--- config.mk ---
export PLATFORM = sky130hd
export DESIGN_NAME = polyphonic_wrapping_step_counter_core
export DESIGN_NICKNAME = d
export VERILOG_FILES = /design/src/rtl/core/pwsc_pkg.sv /design/src/rtl/core/pwsc_count_mem.sv /design/src/rtl/core/polyphonic_wrapping_step_counter_core.sv
export VERILOG_INCLUDE_DIRS = /design/src /design/src/rtl/core
export SDC_FILE = /design/constraint.sdc
export NUM_CORES = 1
export LEC_CHECK = 0
export ABC_CLOCK_PERIOD_IN_PS = 13700
export BUFFER_PORTS_ARGS = -buffer_cell sky130_fd_sc_hd__buf_2
export CORE_AREA = 2 2 275 277
export DETAILED_ROUTE_END_ITERATION = 10
export DIE_AREA = 0 0 277 279
export SYNTH_ARGS = -nofsm -noshare
export SYNTH_HDL_FRONTEND = slang
export SYNTH_SLANG_ARGS = --single-unit
--- constraint.sdc ---
create_clock -name clk_i -period 13.7 [get_ports clk_i]
set_input_delay 2.74 -clock clk_i [delete_from_list [all_inputs] [get_ports clk_i]]
set_output_delay 2.74 -clock clk_i [all_outputs]
set_load 0.01 [all_outputs]
--- src/rtl/core/polyphonic_wrapping_step_counter_core_assert.svh ---
// Assertion macros shared by the counter core.
`ifndef POLYPHONIC_WRAPPING_STEP_COUNTER_CORE_ASSERT_SVH
`define POLYPHONIC_WRAPPING_STEP_COUNTER_CORE_ASSERT_SVH

`ifndef ASSERT_OFF
// Check that a implies b in the same cycle.
`define PWSC_ASSERT_IMPLY(label, clk, rst_n, a, b) \
  label: assert property (@(posedge clk) disable iff (!(rst_n)) (a) |-> (b)) \
    else $error("implication check failed");
// Check that a implies b in the next cycle.
`define PWSC_ASSERT_NEXT(label, clk, rst_n, a, b) \
  label: assert property (@(posedge clk) disable iff (!(rst_n)) (a) |=> (b)) \
    else $error("next-cycle check failed");
`else
`define PWSC_ASSERT_IMPLY(label, clk, rst_n, a, b)
`define PWSC_ASSERT_NEXT(label, clk, rst_n, a, b)
`endif

`endif

--- src/rtl/core/pwsc_pkg.sv ---
package pwsc_pkg;

  localparam int CHANNELS_DEFAULT = 16;
  localparam int CH_W      = 4;
  localparam int MV_W      = 15;
  localparam int COUNT_W   = 24;
  localparam int ACC_W     = 27;
  localparam int CFG_IDX_W = 3;

  localparam logic signed [ACC_W-1:0] COUNT_MAX = ACC_W'(8388607);
  localparam logic signed [ACC_W-1:0] OUT_LIMIT = ACC_W'(10000);

  localparam logic signed [MV_W-1:0] START_RESET = MV_W'(0);
  localparam logic signed [MV_W-1:0] END_RESET   = MV_W'(10000);
  localparam logic signed [MV_W-1:0] INC_RESET   = MV_W'(1000);
  localparam logic signed [MV_W-1:0] LOW_RESET   = MV_W'(0);
  localparam logic signed [MV_W-1:0] HIGH_RESET  = MV_W'(1000);

  typedef enum logic [CFG_IDX_W-1:0] {
    CFG_START  = 3'd0,
    CFG_END    = 3'd1,
    CFG_INC    = 3'd2,
    CFG_LOW    = 3'd3,
    CFG_HIGH   = 3'd4,
    CFG_SHARED = 3'd5
  } cfg_reg_e;

  typedef struct packed {
    logic armed;
    logic rise;
  } schmitt_t;

  // One Schmitt step: drop to low at or below low, fire on reaching high.
  function automatic schmitt_t schmitt_step(logic armed, logic signed [MV_W-1:0] v,
                                            logic signed [MV_W-1:0] low,
                                            logic signed [MV_W-1:0] high);
    schmitt_t r;
    r.armed = armed;
    r.rise  = 1'b0;
    if (armed) begin
      if (v <= low) r.armed = 1'b0;
    end else if (v >= high) begin
      r.armed = 1'b1;
      r.rise  = 1'b1;
    end
    return r;
  endfunction

  function automatic logic signed [ACC_W-1:0] sat_acc(logic signed [ACC_W-1:0] v,
                                                      logic signed [ACC_W-1:0] lim);
    logic signed [ACC_W-1:0] r;
    r = v;
    if (v > lim) r = lim;
    else if (v < -lim) r = -lim;
    return r;
  endfunction

endpackage

--- src/rtl/core/pwsc_count_mem.sv ---
module pwsc_count_mem
  import pwsc_pkg::*;
#(
  parameter int CHANNELS = CHANNELS_DEFAULT,
  parameter int IDX_W    = (CHANNELS > 1) ? $clog2(CHANNELS) : 1
) (
  input  logic                      clk_i,
  input  logic                      rst_ni,
  input  logic                      rd_en_i,
  input  logic [IDX_W-1:0]          rd_addr_i,
  output logic signed [COUNT_W-1:0] rd_data_o,
  input  logic                      wr_en_i,
  input  logic [IDX_W-1:0]          wr_addr_i,
  input  logic signed [COUNT_W-1:0] wr_data_i
);

  logic signed [COUNT_W-1:0] mem [CHANNELS];
  logic [CHANNELS-1:0]       valid_q;
  logic signed [COUNT_W-1:0] rd_data_q;

  always_ff @(posedge clk_i) begin
    if (wr_en_i) mem[wr_addr_i] <= wr_data_i;
  end

  always_ff @(posedge clk_i or negedge rst_ni) begin
    if (!rst_ni) begin
      valid_q <= '0;
    end else if (wr_en_i) begin
      valid_q[wr_addr_i] <= 1'b1;
    end
  end

  // Forward a same-cycle write; an unwritten entry reads as zero.
  always_ff @(posedge clk_i) begin
    if (rd_en_i) begin
      if (wr_en_i && (wr_addr_i == rd_addr_i)) rd_data_q <= wr_data_i;
      else if (valid_q[rd_addr_i])             rd_data_q <= mem[rd_addr_i];
      else                                     rd_data_q <= '0;
    end
  end

  assign rd_data_o = rd_data_q;

endmodule

--- src/rtl/core/polyphonic_wrapping_step_counter_core.sv ---
// Polyphonic wrapping step counter. Each accepted item carries one channel's
// trigger and reset voltages (mV); each yields exactly one result item with
// the channel and its count clamped to +/-10000 mV. The block takes one item
// per clock cycle while the result side is not stalled. The edge that accepts
// an item loads the item register and reads the count memory; one add/fold
// pass then fills the result register, which presents it, as stage one advances.
// Back-to-back items for the same channel see each other's update through a
// write-to-read bypass on the count memory. Stall on the result side holds
// the pipe; the input stalls only when both stages are full. Configuration
// writes are always taken (cfg_ready_o is high) and must only be issued
// while no items are in flight.
module polyphonic_wrapping_step_counter_core
  import pwsc_pkg::*;
#(
  parameter int CHANNELS = CHANNELS_DEFAULT
) (
  input  logic                   clk_i,
  input  logic                   rst_ni,
  // input item channel
  input  logic                   in_valid_i,
  output logic                   in_stall_o,
  input  logic [CH_W-1:0]        channel_i,
  input  logic signed [MV_W-1:0] trigger_mv_i,
  input  logic signed [MV_W-1:0] reset_mv_i,
  // result item channel
  output logic                   out_valid_o,
  input  logic                   out_stall_i,
  output logic [CH_W-1:0]        out_channel_o,
  output logic signed [MV_W-1:0] count_mv_o,
  // configuration write port
  input  logic                   cfg_valid_i,
  output logic                   cfg_ready_o,
  input  logic [CFG_IDX_W-1:0]   cfg_index_i,
  input  logic [MV_W-1:0]        cfg_data_i
);

`include "polyphonic_wrapping_step_counter_core_assert.svh"

  localparam int IDX_W = (CHANNELS > 1) ? $clog2(CHANNELS) : 1;
  localparam int CHX_W = 7;
  localparam logic [CHX_W-1:0] CH_LIMIT = CHX_W'(CHANNELS);

  // Configuration registers.
  logic signed [MV_W-1:0] start_q, end_q, inc_q, low_q, high_q;
  logic                   shared_q;

  assign cfg_ready_o = 1'b1;

  always_ff @(posedge clk_i or negedge rst_ni) begin
    if (!rst_ni) begin
      start_q  <= START_RESET;
      end_q    <= END_RESET;
      inc_q    <= INC_RESET;
      low_q    <= LOW_RESET;
      high_q   <= HIGH_RESET;
      shared_q <= 1'b0;
    end else if (cfg_valid_i) begin
      case (cfg_reg_e'(cfg_index_i))
        CFG_START:  start_q  <= cfg_data_i;
        CFG_END:    end_q    <= cfg_data_i;
        CFG_INC:    inc_q    <= cfg_data_i;
        CFG_LOW:    low_q    <= cfg_data_i;
        CFG_HIGH:   high_q   <= cfg_data_i;
        CFG_SHARED: shared_q <= cfg_data_i[0];
        default: ;
      endcase
    end
  end

  // Pipe control: the compute stage advances when the result register is
  // free or being taken; stage one reloads when empty or advancing.
  logic                   a_valid_q;
  logic [CH_W-1:0]        a_ch_q;
  logic signed [MV_W-1:0] a_trig_q, a_rst_q;
  logic                   out_valid_q;
  logic                   advance;
  logic                   in_accept;

  assign advance    = !out_valid_q || !out_stall_i;
  assign in_stall_o = a_valid_q && !advance;
  assign in_accept  = in_valid_i && !in_stall_o;

  logic [CHX_W-1:0] in_chx;
  logic             in_in_range;
  assign in_chx      = CHX_W'(channel_i);
  assign in_in_range = in_chx < CH_LIMIT;

  always_ff @(posedge clk_i or negedge rst_ni) begin
    if (!rst_ni) begin
      a_valid_q <= 1'b0;
    end else if (!a_valid_q || advance) begin
      a_valid_q <= in_valid_i;
    end
  end

  always_ff @(posedge clk_i) begin
    if (in_accept) begin
      a_ch_q   <= channel_i;
      a_trig_q <= trigger_mv_i;
      a_rst_q  <= reset_mv_i;
    end
  end

  // Compute stage.
  logic [CHX_W-1:0]          a_chx;
  logic [IDX_W-1:0]          a_idx;
  logic                      a_in_range;
  logic                      commit;
  logic signed [COUNT_W-1:0] rd_count;
  logic signed [COUNT_W-1:0] new_count;
  logic signed [MV_W-1:0]    out_count_d;

  logic [CHANNELS-1:0] trig_armed_q, rst_armed_q, pending_q;
  logic [CHANNELS-1:0] trig_armed_d, rst_armed_d, pending_d;

  assign a_chx      = CHX_W'(a_ch_q);
  assign a_idx      = a_chx[IDX_W-1:0];
  assign a_in_range = a_chx < CH_LIMIT;
  assign commit     = a_valid_q && advance && a_in_range;

  pwsc_count_mem #(
    .CHANNELS (CHANNELS),
    .IDX_W    (IDX_W)
  ) u_count_mem (
    .clk_i     (clk_i),
    .rst_ni    (rst_ni),
    .rd_en_i   (in_accept && in_in_range),
    .rd_addr_i (in_chx[IDX_W-1:0]),
    .rd_data_o (rd_count),
    .wr_en_i   (commit),
    .wr_addr_i (a_idx),
    .wr_data_i (new_count)
  );

  always_comb begin
    logic signed [MV_W-1:0]  lo, hi;
    logic signed [ACC_W-1:0] lo_x, hi_x, c, oc;
    logic                    use_rst;
    schmitt_t                rs, ts;

    // Order the range bounds.
    if (start_q > end_q) begin
      lo = end_q;
      hi = start_q;
    end else begin
      lo = start_q;
      hi = end_q;
    end
    lo_x = ACC_W'(lo);
    hi_x = ACC_W'(hi);

    trig_armed_d = trig_armed_q;
    rst_armed_d  = rst_armed_q;
    pending_d    = pending_q;

    c = ACC_W'(rd_count);

    // A pending shared reset lands first.
    if (pending_q[a_idx]) begin
      pending_d[a_idx] = 1'b0;
      c = lo_x;
    end

    // In shared mode only channel 0 looks at its reset input.
    use_rst = !shared_q || (a_ch_q == '0);
    rs = schmitt_step(rst_armed_q[a_idx], a_rst_q, low_q, high_q);
    if (use_rst) begin
      rst_armed_d[a_idx] = rs.armed;
      if (rs.rise) begin
        c = lo_x;
        if (shared_q) pending_d = pending_d | ~CHANNELS'(1);
      end
    end

    // Step, then fold above and below the range once each.
    ts = schmitt_step(trig_armed_q[a_idx], a_trig_q, low_q, high_q);
    trig_armed_d[a_idx] = ts.armed;
    if (ts.rise) begin
      c = sat_acc(c + ACC_W'(inc_q), COUNT_MAX);
      if (c > hi_x) c = lo_x + (c - hi_x);
      if (c < lo_x) c = hi_x - (lo_x - c);
      c = sat_acc(c, COUNT_MAX);
    end

    new_count   = c[COUNT_W-1:0];
    oc          = sat_acc(c, OUT_LIMIT);
    out_count_d = a_in_range ? oc[MV_W-1:0] : '0;
  end

  always_ff @(posedge clk_i or negedge rst_ni) begin
    if (!rst_ni) begin
      trig_armed_q <= '1;
      rst_armed_q  <= '1;
      pending_q    <= '0;
    end else if (commit) begin
      trig_armed_q <= trig_armed_d;
      rst_armed_q  <= rst_armed_d;
      pending_q    <= pending_d;
    end
  end

  // Result register.
  logic [CH_W-1:0]        out_channel_q;
  logic signed [MV_W-1:0] out_count_q;

  always_ff @(posedge clk_i or negedge rst_ni) begin
    if (!rst_ni) begin
      out_valid_q <= 1'b0;
    end else if (advance) begin
      out_valid_q <= a_valid_q;
    end
  end

  always_ff @(posedge clk_i) begin
    if (advance && a_valid_q) begin
      out_channel_q <= a_ch_q;
      out_count_q   <= out_count_d;
    end
  end

  assign out_valid_o   = out_valid_q;
  assign out_channel_o = out_channel_q;
  assign count_mv_o    = out_count_q;

  // Input stalls only behind a held result.
  `PWSC_ASSERT_IMPLY(a_stall_needs_out, clk_i, rst_ni, in_stall_o, out_valid_q && out_stall_i)
  // A stage-one item held by backpressure stays put.
  `PWSC_ASSERT_NEXT(a_hold, clk_i, rst_ni, a_valid_q && !advance, a_valid_q && $stable(a_ch_q))
  // Results stay within the output clamp.
  `PWSC_ASSERT_IMPLY(a_out_clamp, clk_i, rst_ni, out_valid_q,
                     (out_count_q <= 15'sd10000) && (out_count_q >= -15'sd10000))
  // A channel beyond the configured count reports zero.
  `PWSC_ASSERT_IMPLY(a_out_of_range_zero, clk_i, rst_ni,
                     out_valid_q && (CHX_W'(out_channel_q) >= CH_LIMIT), out_count_q == '0)

endmodule
==> results.py <==
metrics = {
    "logic_synthesis": {
        "synth-seq-cells": 603,
        "netlist_instances": 2742,
        "synth_area_leaders": "edfxtp_1 40%, ha_1 9.2%, mux4_2 9.1%",
        "synth_common_cells": "461 x edfxtp_1, 255 x ha_1, 199 x nand2_1",
        "ys_warn_count": 0,
        "synth.avg_cell_area_um2": 12.6,
        "yosysUniqueCellTypes": 104,
        "synth_top_cell_by_area": "edfxtp_1",
        "netlist_area_um2": 34600,
        "synth_edf_count": 461,
        "synth_top_area_share_pct": 40.0,
        "synth_most_common_cell": "edfxtp_1",
        "ys_seq_area_share_pct": 50.5,
        "async_flop_share_pct": 23.5,
        "syn-num-nets": 3057,
        "synthFlopType": "edfxtp_1",
    },
    "placed_design": {
        "gp_congestion": 1.01,
        "dp_cells": 3950,
        "hpwl_um": 78300,
        "port_buffers": 77,
    },
    "setup_path": {
        "cp_common_cell": "ha_1",
        "critPathKind": "register to register",
        "reg2reg_depth": 51,
        "cp.arrival_ns": 13.76,
        "reg2reg_to": "count_mv_o[5]",
        "r2r_slack_ns": 0.29,
        "rr_startpoint": "start_q[12]",
        "start_kind": "register",
        "max_stage_delay_ns": 0.52,
        "cp.required_ns": 14.05,
        "end_kind": "register",
        "cp_max_fo": 27,
        "critPathSlowestCell": "or4_1",
    },
    "routing": {
        "first_pass_iters": 5,
        "finalWirelength_um": 106000,
        "routedWlPerCell_um": 26.0,
        "vias": 25000,
        "first_iter_violations": 2383,
        "drc": 0,
        "antenna_left": 0,
        "via_per_inst": 6.12,
    },
    "timing": {
        "worstMarginPinSlew_ns": 1.32,
        "fin_setup_tns_ns": 0,
        "setup_viol": 0,
        "report.final.slew_viol_count": 0,
        "final_hold_viol_count": 0,
        "fmax_mhz": 74.6,
        "whs_ns": 0.469,
        "relSlewSlack_pct": 11.3,
        "post-route-period-util_pct": 97.9,
        "fin_skew_ns": 0.0316,
        "post-route-min-period_ns": 13.41,
    },
    "die": {
        "initial_utilization_pct": 46.7,
        "row_count": 100,
        "die_area_um2": 77300,
        "die_w_um": 277,
        "core_area_um2": 74100,
        "die_y_um": 279,
        "ioPinCount": 79,
    },
    "status": {
        "outcome": "complete, no violations",
    },
    "global_route": {
        "grt_max_degree": 75,
        "grt_usage_pct": 27.6,
        "grt_pass1_wl_um": 160000,
        "antenna_found_initial": 2,
        "overflow": 0,
        "grt_pass1_vias": 25100,
    },
    "clock_tree": {
        "clk_path_buf_depth": 3,
        "cts_sinks": 603,
        "cts_buffers": 67,
        "worst_setup_hold_path_clk_slew_ns": 0.06,
        "cts_tree": "yes",
        "insertion_delay_ns": 0.61,
        "root_buffer": "clkbuf_16",
        "htreeDepth": 3,
    },
    "job": {
        "maxCapViolCount": 0,
    },
    "final_layout": {
        "area_growth_pct": 16.7,
        "drive_gt1_share_pct": 27.2,
        "diodes": 0,
        "fin_util_pct": 54.5,
        "fin_nets": 3379,
        "fillers": 6263,
        "layout.cells.non_filler": 4084,
    },
    "hold_path": {
        "hold_start": "u_count_mem.valid_q[1]",
        "min_path_type": "register to register",
        "holdPathEnd": "u_count_mem.valid_q[1]",
        "hold_depth": 1,
    },
}
-- final cells by class --
type	instances	area, um^2	area share, %
repair buffers	358	2600	6.44
well taps	969	1210	3.00
clock buffers	92	1840	4.56
inverters	139	522	1.29
clock inverters	28	318	0.787
flip-flops and latches	603	17500	43.2
multi-input cells	1895	16400	40.7
-- registers in the layout (all words and copies together), names as in the netlist --
register and count:
out_valid_o 1, low_q 15, pending_q 16, u_count_mem.rd_data_o 24, end_q 15, a_valid_q 1, start_q 15, high_q 15
u_count_mem.mem 384, inc_q 15, rst_armed_q 16, out_channel_o 4, a_trig_q 15, u_count_mem.valid_q 16, count_mv_o 15, shared_q 1
a_rst_q 15, trig_armed_q 16, a_ch_q 4
-- layer usage --
metal / GRT usage (%) / vias to the layer above / share of wire (%)
li1: - / 11300 / -
met1: 37.5 / 12600 / 43
met2: 46.0 / 820 / 48
met3: 3.89 / 203 / 5.8
met4: 8.63 / 0 / 3.2
met5: 0 / - / 0
-- cell families after synthesis --
family                   count (synthesis)  synth area share, %
flip-flops                             603                 50.5
XOR/XNOR                                57                 1.44
AND/OR/NAND/NOR                        658                 9.61
AO/OA/AOI/OAI                          662                 13.4
multiplexers                           259                 12.9
other                                    1               0.0108
buffers and inverters                  244                 2.77
adder cells (fa/ha/maj)                258                 9.40
-- per-stage QoR --
stage	cell area (um^2)	setup slack [ns]
6_report	40400	0.291
5_1_grt	40400	-0.0387
4_1_cts	40100	0.00792
3_5_place_dp	37900	-0.380
3_3_place_gp	37900	-0.317
2_1_floorplan	34600	0.284
-- repair_timing --
| action | 4_1_cts | 5_1_grt |
|---|---|---|
| endpoints found under the setup margin | 82 | 163 |
| pin swaps | 3 | 9 |
| endpoints found under the hold margin | 0 | 0 |
| resized for setup | 7 | 43 |
| buffers inserted | 3 | 11 |
| hold buffers | 0 | 0 |
-- layout by cell type, fill, tap and decap left out, drive strengths merged, types with 14 or more instances in the layout --
master	netlist	final
edfxtp	461	461
buf	31	358
ha	255	255
nand2	199	199
o21ai	147	147
inv	139	145
nor2	140	140
mux4	139	139
a21oi	132	132
mux2	106	106
dfrtp	93	93
clkbuf	74	92
nand3	57	57
nand2b	53	53
a21o	52	52
dfstp	49	49
o21a	47	47
xnor2	40	40
nand4	38	38
o211ai	36	36
a211oi	31	31
nor3	30	30
a31oi	21	21
nor4	20	20
and2	19	19
o31ai	18	18
nor2b	17	17
xor2	17	17
and3	17	17
or2	17	17
clkinv	0	17
or3	16	16
o21bai	15	15
mux2i	14	14
-- critical path, delay by kind of cell, from the launching register on --
family | cells | cell delay, ns
multiplexers | 1 | 0.34
adder cells (fa/ha/maj) | 7 | 2.33
buffers and inverters | 8 | 1.28
XOR/XNOR | 2 | 0.61
flip-flops | 1 | 0.41
AND/OR/NAND/NOR | 12 | 3.02
AO/OA/AOI/OAI | 21 | 5.15
-- worst max-delay path by stage --
stage	from	endpoint	slack, ns	depth (start not counted)
6_report	start_q[12]	count_mv_o[5]	0.29	51
2_1_floorplan	end_q[14]	count_mv_o[5]	0.28	51
3_3_place_gp	end_q[9]	count_mv_o[7]	-0.32	51
4_1_cts	end_q[9]	count_mv_o[5]	0.008	46
5_1_grt	start_q[12]	count_mv_o[6]	-0.04	52
3_5_place_dp	end_q[9]	count_mv_o[6]	-0.38	51
Power is not shown: default switching activity piles up to over one toggle a cycle in this logic, so the estimate is an artifact.
